[config.mk]
export PLATFORM = sky130hd
export DESIGN_NAME = bce_tparam
export DESIGN_NICKNAME = d
export VERILOG_FILES = /design/src/rtl/core/bce_pkg.sv /design/src/rtl/core/bce_tparam.sv
export SDC_FILE = /design/constraint.sdc
export NUM_CORES = 1
export LEC_CHECK = 0
export ABC_AREA = 1
export ABC_CLOCK_PERIOD_IN_PS = 3200
export BUFFER_PORTS_ARGS = -buffer_cell sky130_fd_sc_hd__clkbuf_2
export CAP_MARGIN = 15
export CORE_ASPECT_RATIO = 1.75
export CORE_MARGIN = 2
export CORE_UTILIZATION = 55
export CTS_CLUSTER_SIZE = 10
export DETAILED_ROUTE_END_ITERATION = 16
export GPL_TIMING_DRIVEN = 0
export PLACE_DENSITY = 0.84
export SLEW_MARGIN = 20
export SYNTH_ARGS = -nofsm -noshare
export SYNTH_HDL_FRONTEND = slang
export SYNTH_SLANG_ARGS = --single-unit
[constraint.sdc]
create_clock -name clk -period 3.2 [get_ports clk]
set_input_delay 0.8 -clock clk [delete_from_list [all_inputs] [get_ports clk]]
set_output_delay 0.8 -clock clk [all_outputs]
set_load 0.03 [all_outputs]
[src/rtl/core/bce_pkg.sv]
package bce_pkg;

	localparam int COORD_BITS     = 16;
	localparam int NUM_CTRL       = 5;
	localparam int CNT_BITS       = 3;
	localparam int STEP_BITS      = 16;
	localparam int INDEX_BITS     = 16;
	localparam int T_BITS         = STEP_BITS + INDEX_BITS;
	localparam int MAX_POINTS_DEF = 5;
	localparam int FRAC_BITS_DEF  = 16;

	localparam logic [CNT_BITS-1:0]  POINT_COUNT_RST = 3'd5;
	localparam logic [STEP_BITS-1:0] T_STEP_RST      = 16'd491;

	typedef enum logic {
		REG_POINT_COUNT = 1'b0,
		REG_T_STEP      = 1'b1
	} reg_idx_t;

	typedef logic signed [COORD_BITS-1:0] coord_t;

	typedef struct packed {
		coord_t                  ctrl_x0;
		coord_t                  ctrl_y0;
		coord_t                  ctrl_x1;
		coord_t                  ctrl_y1;
		coord_t                  ctrl_x2;
		coord_t                  ctrl_y2;
		coord_t                  ctrl_x3;
		coord_t                  ctrl_y3;
		coord_t                  ctrl_x4;
		coord_t                  ctrl_y4;
		logic [INDEX_BITS-1:0]   sample_index;
	} item_t;

	typedef struct packed {
		coord_t point_x;
		coord_t point_y;
		logic   in_range;
	} result_t;

	// control that travels alongside each pipeline stage
	typedef struct packed {
		logic                valid;
		logic                in_range;
		logic [CNT_BITS-1:0] cnt;
	} stage_ctl_t;

	function automatic coord_t ctrl_x(item_t it, int k);
		case (k)
			0:       return it.ctrl_x0;
			1:       return it.ctrl_x1;
			2:       return it.ctrl_x2;
			3:       return it.ctrl_x3;
			4:       return it.ctrl_x4;
			default: return '0;
		endcase
	endfunction

	function automatic coord_t ctrl_y(item_t it, int k);
		case (k)
			0:       return it.ctrl_y0;
			1:       return it.ctrl_y1;
			2:       return it.ctrl_y2;
			3:       return it.ctrl_y3;
			4:       return it.ctrl_y4;
			default: return '0;
		endcase
	endfunction

endpackage

[src/rtl/core/bce_tparam.sv]
module bce_tparam #(
	parameter int MAX_POINTS = bce_pkg::MAX_POINTS_DEF,
	parameter int FRAC_BITS  = bce_pkg::FRAC_BITS_DEF
) (
	input  logic                            clk,
	input  logic                            arst_n,
	input  logic                            take,
	input  bce_pkg::item_t                  item,
	input  logic [bce_pkg::CNT_BITS-1:0]    point_count,
	input  logic [bce_pkg::STEP_BITS-1:0]   t_step,
	output bce_pkg::stage_ctl_t             ctl,
	output logic [FRAC_BITS:0]              tf,
	output bce_pkg::coord_t                 px [MAX_POINTS],
	output bce_pkg::coord_t                 py [MAX_POINTS]
);

	localparam int CAP = (MAX_POINTS < bce_pkg::NUM_CTRL) ? MAX_POINTS : bce_pkg::NUM_CTRL;
	localparam logic [bce_pkg::CNT_BITS-1:0] CAP_CNT = bce_pkg::CNT_BITS'(CAP);

	logic                          valid_s1;
	logic [bce_pkg::CNT_BITS-1:0]  cnt_s1;
	logic [bce_pkg::T_BITS-1:0]    t_s1;
	bce_pkg::coord_t               px_s1 [MAX_POINTS];
	bce_pkg::coord_t               py_s1 [MAX_POINTS];

	logic                          valid_s2;
	logic                          in_range_s2;
	logic [bce_pkg::CNT_BITS-1:0]  cnt_s2;
	logic [FRAC_BITS:0]            tf_s2;
	bce_pkg::coord_t               px_s2 [MAX_POINTS];
	bce_pkg::coord_t               py_s2 [MAX_POINTS];

	logic [bce_pkg::CNT_BITS-1:0]  cnt_sat;
	logic                          in_rng;

	assign cnt_sat = (point_count > CAP_CNT) ? CAP_CNT : point_count;
	// t below one when nothing sits above the fraction bits
	assign in_rng  = (t_s1 >> FRAC_BITS) == '0;

	always_ff @(posedge clk or negedge arst_n) begin
		if (!arst_n) begin
			valid_s1 <= 1'b0;
			valid_s2 <= 1'b0;
		end else begin
			valid_s1 <= take;
			valid_s2 <= valid_s1;
		end
	end

	always_ff @(posedge clk) begin
		cnt_s1 <= cnt_sat;
		t_s1   <= bce_pkg::T_BITS'(item.sample_index) * bce_pkg::T_BITS'(t_step);
		for (int k = 0; k < MAX_POINTS; k++) begin
			px_s1[k] <= bce_pkg::ctrl_x(item, k);
			py_s1[k] <= bce_pkg::ctrl_y(item, k);
		end

		in_range_s2 <= in_rng;
		cnt_s2      <= cnt_s1;
		// clamp t to exactly one once it runs past the end
		tf_s2 <= in_rng ? {1'b0, t_s1[FRAC_BITS-1:0]} : {1'b1, {FRAC_BITS{1'b0}}};
		px_s2 <= px_s1;
		py_s2 <= py_s1;
	end

	assign ctl = '{valid: valid_s2, in_range: in_range_s2, cnt: cnt_s2};
	assign tf  = tf_s2;
	assign px  = px_s2;
	assign py  = py_s2;

endmodule

==> reports/metrics.json, run 1 <==
{
  "status": {"value": "complete, but fails checks"},
  "violations": {"value": "negative setup slack"},
  "timing.critical_path.depth": {"value": 25},
  "clock_tree.htree_level_count": {"value": 2},
  "critical-path-max-stage-delay": {"value": 570, "unit": "ps"},
  "layout_nets": {"value": 2729},
  "initial_core_util": {"value": 0.559},
  "std_cell_rows": {"value": 85},
  "cts_buffers": {"value": 44},
  "finalCoreUtilization": {"value": 0.739},
  "vias_per_cell": {"value": 5.07},
  "globalRouteTotalUtil": {"value": 0.336},
  "cts_hold_repair.buffers": {"value": 0},
  "half_perimeter_wire_length_after_placement": {"value": 40.4, "unit": "mm"},
  "cp_max_fo": {"value": 7},
  "drt_first_pass_iters": {"value": 5},
  "syn_nets": {"value": 2295},
  "worst_path_required": {"value": 3640, "unit": "ps"},
  "wire_length_of_the_first_global_routing_pass": {"value": 80.1, "unit": "mm"},
  "route.detailed.wl_per_inst": {"value": 20.8, "unit": "um"},
  "finalCritPeriodShare": {"value": 1.61},
  "die-width": {"value": 138, "unit": "um"},
  "worstSetupStartpoint": {"value": "t_step[4]"},
  "netlist_area": {"value": 17200, "unit": "um2"},
  "dr.first_iter.drc_count": {"value": 576},
  "placement_stage_worst_setup_slack": {"value": -2760, "unit": "ps"},
  "drt_wl_total": {"value": 54.7, "unit": "mm"},
  "crit_path_top_delay_cell": {"value": "sky130_fd_sc_hd__fa_1"},
  "clkLatencyLatePin": {"value": 560, "unit": "ps"},
  "via_count": {"value": 13400},
  "startpoint_type": {"value": "input port"},
  "finalWeightedCongestion": {"value": 0.980},
  "regToRegSetupSlack": {"value": 1860, "unit": "ps"},
  "rr_startpoint": {"value": "t_s1[19]$_DFF_P_"},
  "setup_ws": {"value": -1950, "unit": "ps"},
  "drt_drc_violations_left": {"value": 0},
  "floorplan.die.height": {"value": 238, "unit": "um"},
  "critical_path_arrival": {"value": 5590, "unit": "ps"},
  "reg2regPathDepth": {"value": 5},
  "ioPinCount": {"value": 380},
  "initial_antenna_violation_count": {"value": 4},
  "path_clk_slew": {"value": 60, "unit": "ps"},
  "detail-route-antenna-nets": {"value": 0},
  "cts_tree": {"value": "yes"},
  "setup_total_negative_slack": {"value": -44590, "unit": "ps"},
  "last_element_of_the_critical_path": {"value": "t_s1[31]$_DFF_P_"},
  "sequential_cell_area_fraction_in_the_yosys_report": {"value": 0.439},
  "max-cap-violations": {"value": 0},
  "netlist-cell-type-count": {"value": 23},
  "port_buffers": {"value": 347},
  "max_freq": {"value": 0.194, "unit": "GHz"},
  "clock_sink_count": {"value": 378},
  "first_global_vias": {"value": 14600},
  "floorplan.core_area": {"value": 30800, "unit": "um2"},
  "most_frequent_cell_on_the_critical_path": {"value": "sky130_fd_sc_hd__inv_2"},
  "grt_max_degree": {"value": 14},
  "hold_viol_final": {"value": 0},
  "power_leakage": {"value": 12.5, "unit": "nW"},
  "layout-drive-gt1-share": {"value": 0.324},
  "fill_cells": {"value": 2069},
  "min-delay-path-class": {"value": "input port to async pin"},
  "layout_min_cycle_time": {"value": 5150, "unit": "ps"},
  "slew_headroom": {"value": 0.666},
  "skew": {"value": 17.2, "unit": "ps"},
  "synthesis.area_per_instance": {"value": 9.59, "unit": "um2"},
  "synthCells": {"value": 1799},
  "die_area": {"value": 32900, "unit": "um2"},
  "ys_seq_elements": {"value": 378},
  "final-setup-viol-count": {"value": 26},
  "rsz0062_at_grt": {"value": "true"},
  "critPathKind": {"value": "input port to register"},
  "critPathTopFamily": {"value": "adder cells"},
  "area_growth_syn_to_layout": {"value": 32.1, "unit": "%"},
  "ir_worst_vdd": {"value": 1400, "unit": "uV"},
  "maximum_count_of_clock_buffers_along_a_single_path": {"value": 3},
  "max_slew.worst_pin.slew": {"value": 501, "unit": "ps"},
  "clock_tree_root": {"value": "sky130_fd_sc_hd__clkbuf_16"},
  "grt-ovfl-total": {"value": 0},
  "holdWs": {"value": 33.4, "unit": "ps"},
  "power.density": {"value": 1300, "unit": "nW/um2"},
  "yosysWarnings": {"value": 0},
  "worst-path-buf-inv": {"value": 9},
  "crit_path_end_kind": {"value": "register"},
  "worstReg2RegEnd": {"value": "tf[12]$_SDFF_PN0_"},
  "drv_slew": {"value": 0}
}
report_power, final:
part           leakage (nW)  switching, mW  internal [mW]  total, mW
Combinational          8.77           12.3           7.74       20.0
Clock                 0.582           1.80           2.49       4.29
Sequential             3.19          0.143           5.30       5.44
Total                  12.5           14.2           15.5       29.7
synthesized netlist by cell type (all sizes together):
library cell	n	area [um2]
nand3	36	210
clkbuf	65	244
nand2	465	1750
buf	3	26.3
or2	2	12.5
o21bai	1	7.51
dfrtp	2	50.1
nand4	4	25.0
xor2	16	140
dfxtp	376	7530
nor2	59	246
inv	450	1690
nor4	2	25.0
a21oi	16	80.1
xnor2	2	17.5
ha	104	1300
a21o	2	15.0
fa	194	3880
cells in the final DEF, fill, tap and decap left out, types with 28 or more instances in the layout:
cell type / netlist / final
sky130_fd_sc_hd__nand2_2: 1 / 59
sky130_fd_sc_hd__fa_1: 194 / 181
sky130_fd_sc_hd__inv_2: 0 / 51
sky130_fd_sc_hd__buf_4: 2 / 28
sky130_fd_sc_hd__clkbuf_8: 0 / 31
sky130_fd_sc_hd__nor2_1: 51 / 35
sky130_fd_sc_hd__dfxtp_1: 376 / 376
sky130_fd_sc_hd__ha_1: 104 / 83
sky130_fd_sc_hd__clkbuf_16: 0 / 69
sky130_fd_sc_hd__nand2_1: 464 / 386
sky130_fd_sc_hd__inv_1: 450 / 399
sky130_fd_sc_hd__clkbuf_2: 0 / 350
cell type report:
class / count / area (um2) / share of cell area
Multi-Input combinational cell: 903 / 8570 / 0.376
Sequential cell: 378 / 7580 / 0.332
Timing Repair Buffer: 388 / 2120 / 0.0932
Inverter: 450 / 1690 / 0.0741
Buffer: 68 / 1130 / 0.0496
Clock buffer: 46 / 1120 / 0.0491
Tap cell: 391 / 489 / 0.0215
Clock inverter: 5 / 85.1 / 0.00373
Antenna cell: 4 / 10.0 / 0.000439
worst min-delay path by stage:
stage,from,to
finish,arst_n,valid_s2$_DFF_PN0_
global route,arst_n,valid_s2$_DFF_PN0_
CTS,arst_n,valid_s2$_DFF_PN0_
detailed placement,py_s1[56]$_DFF_P_,py[56]$_DFF_P_
global placement,py_s1[36]$_DFF_P_,py[36]$_DFF_P_
floorplan,cnt_s1[0]$_SDFF_PN1_,cnt_s2[0]$_DFF_P_
cell families after synthesis:
family | share of synthesized area
AOI/OAI and AO/OA | 0.00595
xor gates and xnor gates | 0.00914
adders and majority gates | 0.301
buffers and inverters | 0.114
DFF | 0.439
and+or+nand+nor | 0.131
sequential cells by signal, summed over array words and instances, names as in the netlist:
signal	cells
t_s1	32
cnt_s1	3
cnt_s2	3
py	80
in_range_s2	1
tf	17
valid_s2	1
valid_s1	1
py_s1	80
px_s1	80
px	80
routing by layer:
metal | track usage | vias up | routed length, um
met5 | 0 | - | 0
met4 | 0.277 | 0 | 5150
met3 | 0.109 | 277 | 5920
met2 | 0.565 | 768 | 26700
met1 | 0.327 | 6363 | 17000
li1 | - | 5949 | -
metrics by stage:
stage / total power [mW] / instance area [um2] / cells
after detailed placement: 22.7 / 20400 / 2537
after global routing: 31.8 / 22800 / 2633
after global placement: 22.5 / 20400 / 2537
after CTS: 28.6 / 22500 / 2620
final: 29.7 / 22800 / 2633
after floorplan: 18.1 / 18100 / 1799
worst reg2reg max path: stages, from the launching register on:
cell and delay [ps]:
sky130_fd_sc_hd__dfxtp_1 290, sky130_fd_sc_hd__or2_1 220, sky130_fd_sc_hd__nor4_2 240, sky130_fd_sc_hd__nand2_2 220
sky130_fd_sc_hd__buf_6 220, sky130_fd_sc_hd__nor2_2 80
timing repair:
item,CTS,global route
setup endpoints to repair,27,27
pin swaps,74,63
cloned,2,0
endpoints found under the hold margin,0,0
gates resized for setup,139,87
buffers inserted,30,11
(Power assumes the default switching activity.)
==> run 2: changes to the inputs <==
Settings changed: ABC_CLOCK_PERIOD_IN_PS 3200 to 4150, CORE_UTILIZATION 55 to 49, PLACE_DENSITY 0.84 to 0.79, SETUP_SLACK_MARGIN set to 0.15.
Clock period 3.2 ns to 4.15 ns, I/O delays scaled along.
==> run 2 against run 1 <==
Compared with the run above:
- the run still ends with negative setup slack left
- global-route usage shrank 4.0 points
- die area rose by 12%
- clock skew grew 21 ps
- worst setup slack better by 770 ps
- non-clock buffer count is 17 higher
- via count decreased by 1.5%
- hold slack improved by 240 ps
- critical path type unchanged
- critical endpoint is now t_s1[30]$_DFF_P_
==> reports/metrics.json, run 2 (same netlist as run 1, synthesis figures left out) <==
{
  "status": {"value": "complete, but fails checks"},
  "violations": {"value": "negative setup slack"},
  "die_area": {"value": 36800, "unit": "um2"},
  "regToRegSetupSlack": {"value": 2790, "unit": "ps"},
  "finalCoreUtilization": {"value": 0.673},
  "port_buffers": {"value": 347},
  "detail-route-antenna-nets": {"value": 0},
  "regArea": {"value": 7580, "unit": "um2"},
  "half_perimeter_wire_length_after_placement": {"value": 42.2, "unit": "mm"},
  "crit_path_end_kind": {"value": "register"},
  "final_cell_area": {"value": 23300, "unit": "um2"},
  "drt_first_pass_iters": {"value": 5},
  "dr.first_iter.drc_count": {"value": 551},
  "final-setup-viol-count": {"value": 25},
  "worst_path_required": {"value": 4590, "unit": "ps"},
  "via_count": {"value": 13200},
  "path_clk_slew": {"value": 60, "unit": "ps"},
  "floorplan.die.height": {"value": 252, "unit": "um"},
  "clock_tree.htree_level_count": {"value": 2},
  "grt-ovfl-total": {"value": 0},
  "clkLatencyLatePin": {"value": 560, "unit": "ps"},
  "layout-drive-gt1-share": {"value": 0.347},
  "layout_nets": {"value": 2746},
  "drv_slew": {"value": 0},
  "max-cap-violations": {"value": 0},
  "critical_path_arrival": {"value": 5770, "unit": "ps"},
  "critPathKind": {"value": "input port to register"},
  "layout_commonest_cell": {"value": "sky130_fd_sc_hd__inv_1"},
  "cts_buffers": {"value": 44},
  "grt_max_degree": {"value": 14},
  "globalRouteTotalUtil": {"value": 0.296},
  "min-delay-path-class": {"value": "input port to async pin"},
  "rsz0062_at_grt": {"value": "true"},
  "clock_sink_count": {"value": 378},
  "multi_input_area": {"value": 8730, "unit": "um2"},
  "cts_tree": {"value": "yes"},
  "vias_per_cell": {"value": 4.84},
  "fill_cells": {"value": 2588},
  "cp_max_fo": {"value": 7},
  "dpl-instance-area": {"value": 20400, "unit": "um2"},
  "floorplan.core_area": {"value": 34600, "unit": "um2"},
  "route.detailed.wl_per_inst": {"value": 19.9, "unit": "um"},
  "setup_ws": {"value": -1180, "unit": "ps"},
  "first_global_vias": {"value": 14600},
  "ioPinCount": {"value": 380},
  "skew": {"value": 38.0, "unit": "ps"},
  "wire_length_of_the_first_global_routing_pass": {"value": 80.5, "unit": "mm"},
  "layout_min_cycle_time": {"value": 5330, "unit": "ps"},
  "drt_drc_violations_left": {"value": 0},
  "setup_total_negative_slack": {"value": -24430, "unit": "ps"},
  "drt_wl_total": {"value": 54.1, "unit": "mm"},
  "initial_antenna_violation_count": {"value": 3},
  "finalCritPeriodShare": {"value": 1.28},
  "initial_core_util": {"value": 0.499},
  "mostFrequentLayoutCells": {"value": "393 x sky130_fd_sc_hd__inv_1, 376 x sky130_fd_sc_hd__dfxtp_1, 362 x sky130_fd_sc_hd__nand2_1"},
  "finalWeightedCongestion": {"value": 0.961},
  "startpoint_type": {"value": "input port"},
  "die-width": {"value": 146, "unit": "um"},
  "maximum_count_of_clock_buffers_along_a_single_path": {"value": 3},
  "max_slew.worst_pin.slew": {"value": 528, "unit": "ps"},
  "std_cell_rows": {"value": 90},
  "slew_headroom": {"value": 0.648},
  "area_growth_syn_to_layout": {"value": 34.9, "unit": "%"},
  "clock_tree_root": {"value": "sky130_fd_sc_hd__clkbuf_16"},
  "max_freq": {"value": 0.188, "unit": "GHz"},
  "hold_viol_final": {"value": 0}
}
-- run 2: worst paths after layout --
check                            startpoint                  to  depth (start not counted)
hold reg to reg            px_s1[5]$_DFF_P_       px[5]$_DFF_P_                          0
hold / removal                       arst_n  valid_s2$_DFF_PN0_                          1
min in group clk           px_s1[5]$_DFF_P_       px[5]$_DFF_P_                          0
setup / recovery                  t_step[9]    t_s1[30]$_DFF_P_                         22
max in group asynchronous            arst_n  valid_s1$_DFF_PN0_                          1
setup reg to reg           t_s1[19]$_DFF_P_    tf[2]$_SDFF_PN0_                          4
-- run 2: what timing repair did --
item | CTS | global route
setup buffers | 47 | 11
hold endpoints to repair | 0 | 0
pin swaps | 78 | 57
gates resized for setup | 210 | 91
endpoints found under the setup margin | 25 | 26
hold buffers | 0 | 0
-- run 2: stage by stage --
stage / cells / hold slack (ps) / worst slack, ps
2_1_floorplan: 1799 / 310 / -1350
3_3_place_gp: 2606 / 310 / -2030
3_5_place_dp: 2606 / 312 / -2030
4_1_cts: 2705 / 255 / -1130
5_1_grt: 2719 / 258 / -1340
6_report: 2719 / 273 / -1180
-- run 2: layout make-up --
type,count,area share
clock buffers,47,0.0478
inverters,450,0.0727
well taps,460,0.0247
clock inverters,5,0.00344
flip-flops and latches,378,0.326
multi-input cells,903,0.375
repair buffers,405,0.0966
diodes,3,0.000323
plain buffers,68,0.0535
-- run 2: worst max-delay path, cell delays in order --
cell	delay [ps]
sky130_fd_sc_hd__clkbuf_16	140
sky130_fd_sc_hd__clkbuf_16	160
sky130_fd_sc_hd__buf_12	130
sky130_fd_sc_hd__nand2_1	60
sky130_fd_sc_hd__fa_1	450
sky130_fd_sc_hd__fa_1	540
sky130_fd_sc_hd__inv_1	60
sky130_fd_sc_hd__fa_1	570
sky130_fd_sc_hd__fa_1	460
sky130_fd_sc_hd__fa_1	500
sky130_fd_sc_hd__inv_1	50
sky130_fd_sc_hd__fa_1	480
sky130_fd_sc_hd__inv_1	60
sky130_fd_sc_hd__ha_4	260
sky130_fd_sc_hd__nand2_1	110
sky130_fd_sc_hd__nand2_2	90
sky130_fd_sc_hd__a21oi_2	150
sky130_fd_sc_hd__nand2_2	80
sky130_fd_sc_hd__a21oi_2	150
sky130_fd_sc_hd__nand2_1	60
sky130_fd_sc_hd__nand2_1	80
sky130_fd_sc_hd__nand2_2	60
-- run 2: routing by layer --
layer  track usage  vias to the layer above  part of all wire
li1              -                     5983                 -
met1         0.285                     6296              0.32
met2         0.530                      646              0.50
met3        0.0852                      234             0.093
met4         0.222                        0             0.087
met5             0                        -                 0
Power of run 2 is not shown: default switching activity piles up to over one toggle a cycle in this logic, so the estimate is an artifact.
==> run 3: changes to the inputs <==
Settings changed: CORE_ASPECT_RATIO 1.75 to not set.
==> run 3 against run 2 <==
Compared with the run above:
- the run still ends with negative setup slack left
- clock-buffer cell count increased by 1
- critical path depth is the same
- clock skew down 14 ps
- global-route usage fell by 3.2 points
- non-clock buffer count down 12
- sequential share of layout area up 0.28 points
- routed wire length is 9.9% lower
- final cell count down 0.74%
==> reports/metrics.json, run 3 (same netlist as run 1, synthesis figures left out) <==
{
  "status": {"value": "complete, but fails checks"},
  "violations": {"value": "negative setup slack"},
  "crit_chain": {"value": "clkbuf_16 -> clkbuf_16 -> nand2_4 -> inv_2 -> fa_1 -> inv_1 -> fa_1 -> fa_2 -> fa_1 -> inv_2 -> fa_1 -> inv_1 -> fa_1 -> inv_2 -> ha_4 -> nand2_4 -> nor2_4 -> nand2_1 -> nand3_4 -> nand2_2 -> nand3_1 -> nand2_1"},
  "path_clk_slew": {"value": 50, "unit": "ps"},
  "critical_path_arrival": {"value": 5710, "unit": "ps"},
  "startpoint_type": {"value": "input port"},
  "multi_input_area": {"value": 8630, "unit": "um2"},
  "grt-ovfl-total": {"value": 0},
  "most_frequent_cell_on_the_critical_path": {"value": "sky130_fd_sc_hd__fa_1"},
  "min-delay-path-class": {"value": "input port to async pin"},
  "setup_ws": {"value": -1140, "unit": "ps"},
  "layout_commonest_cell": {"value": "sky130_fd_sc_hd__inv_1"},
  "slew_headroom": {"value": 0.626},
  "timing.critical_path.depth": {"value": 22},
  "route.detailed.wl_per_inst": {"value": 18.1, "unit": "um"},
  "cts_hold_repair.buffers": {"value": 0},
  "final-setup-viol-count": {"value": 24},
  "placement_stage_worst_setup_slack": {"value": -1940, "unit": "ps"},
  "ioPinCount": {"value": 380},
  "clkLatencyLatePin": {"value": 540, "unit": "ps"},
  "cts_buffers": {"value": 44},
  "floorplan.core_area": {"value": 34600, "unit": "um2"},
  "worst-path-buf-inv": {"value": 7},
  "cts_tree": {"value": "yes"},
  "area_growth_syn_to_layout": {"value": 33.7, "unit": "%"},
  "regArea": {"value": 7580, "unit": "um2"},
  "clock_tree_root": {"value": "sky130_fd_sc_hd__clkbuf_16"},
  "layout_min_cycle_time": {"value": 5290, "unit": "ps"},
  "finalCritPeriodShare": {"value": 1.27},
  "half_perimeter_wire_length_after_placement": {"value": 37.7, "unit": "mm"},
  "die-width": {"value": 192, "unit": "um"},
  "wire_length_of_the_first_global_routing_pass": {"value": 72.3, "unit": "mm"},
  "first_global_vias": {"value": 13600},
  "worst_path_required": {"value": 4580, "unit": "ps"},
  "die_area": {"value": 36700, "unit": "um2"},
  "drt_first_pass_iters": {"value": 5},
  "mostFrequentLayoutCells": {"value": "397 x sky130_fd_sc_hd__inv_1, 376 x sky130_fd_sc_hd__dfxtp_1, 369 x sky130_fd_sc_hd__nand2_1"},
  "drv_slew": {"value": 0},
  "layout-drive-gt1-share": {"value": 0.333},
  "critPathTopFamily": {"value": "adder cells"},
  "port_buffers": {"value": 347},
  "max_slew.worst_pin.slew": {"value": 560, "unit": "ps"},
  "drt_wl_total": {"value": 48.8, "unit": "mm"},
  "std_cell_rows": {"value": 68},
  "globalRouteTotalUtil": {"value": 0.264},
  "fill_cells": {"value": 2665},
  "grt_max_degree": {"value": 13},
  "dr.first_iter.drc_count": {"value": 622},
  "clock_tree.htree_level_count": {"value": 2},
  "initial_core_util": {"value": 0.498},
  "vias_per_cell": {"value": 4.77},
  "via_count": {"value": 12900},
  "rr_startpoint": {"value": "t_s1[27]$_DFF_P_"},
  "clock_sink_count": {"value": 378},
  "layout_nets": {"value": 2734},
  "floorplan.die.height": {"value": 192, "unit": "um"},
  "detail-route-antenna-nets": {"value": 0},
  "rsz0062_at_grt": {"value": "true"},
  "antenna_cells": {"value": 0},
  "skew": {"value": 24.2, "unit": "ps"},
  "max-cap-violations": {"value": 0},
  "crit_path_end_kind": {"value": "register"},
  "reg2regPathDepth": {"value": 5},
  "hold_viol_final": {"value": 0},
  "initial_antenna_violation_count": {"value": 1},
  "maximum_count_of_clock_buffers_along_a_single_path": {"value": 3},
  "critical-path-max-stage-delay": {"value": 560, "unit": "ps"},
  "drt_drc_violations_left": {"value": 0},
  "cp_max_fo": {"value": 5},
  "worstSetupStartpoint": {"value": "t_step[4]"},
  "finalWeightedCongestion": {"value": 0.924},
  "critPathKind": {"value": "input port to register"},
  "crit_path_top_delay_cell": {"value": "sky130_fd_sc_hd__fa_1"},
  "max_freq": {"value": 0.189, "unit": "GHz"}
}
[run 3: changes by cell type in the layout (fill, tap and decap cells not counted), sizes merged]
cell,change
buf,-14
clkbuf,+3
diode,-3
inv,-1
[run 3: layer usage]
metal | GRT usage | vias to the layer above | part of all wire
met5 | 0 | - | 0
met4 | 0.141 | 0 | 0.057
met3 | 0.0608 | 164 | 0.081
met2 | 0.476 | 540 | 0.51
met1 | 0.288 | 6200 | 0.35
li1 | - | 5961 | -
[run 3: worst register-to-register path, cell delays in order, from the launching register on]
cell and delay, ps:
sky130_fd_sc_hd__dfxtp_1 290, sky130_fd_sc_hd__or2_1 220, sky130_fd_sc_hd__nor4_2 260, sky130_fd_sc_hd__nand2_2 190, sky130_fd_sc_hd__buf_6 200, sky130_fd_sc_hd__nor2_2 120
[run 3: repair_timing]
action,CTS,global route
endpoints found under the setup margin,25,25
pin swaps,97,61
gates cloned,4,0
resized for setup,189,75
setup buffers,36,6
[run 3: final timing paths]
kind / slack, ps / end
setup / recovery: -1140 / t_s1[29]$_DFF_P_
setup reg to reg: 2800 / tf[13]$_SDFF_PN0_
max in group asynchronous: 3760 / valid_s1$_DFF_PN0_
min in group clk: 310 / px[63]$_DFF_P_
hold reg to reg: 310 / px[63]$_DFF_P_
hold / removal: 280 / valid_s2$_DFF_PN0_
[run 3: area by class of cell]
| class | instances | share of cell area |
|---|---|---|
| Clock inverter | 4 | 0.00260 |
| Sequential cell | 378 | 0.328 |
| Inverter | 450 | 0.0732 |
| Timing Repair Buffer | 393 | 0.0938 |
| Buffer | 68 | 0.0536 |
| Multi-Input combinational cell | 903 | 0.374 |
| Tap cell | 455 | 0.0247 |
| Clock buffer | 48 | 0.0493 |
[run 3: through the flow]
stage               std cells  setup TNS, ps  hold WS, ps  area (um2)   util
finish                   2699         -24180          283       23100  0.666
global route             2699         -27040          264       23100  0.666
CTS                      2693         -22310          257       22800  0.658
detailed placement       2601         -41790          312       20400  0.590
global placement         2601         -41130          310       20400  0.590
floorplan                1799         -29290          310       18100      -
Power of run 3 is left out for the same reason.
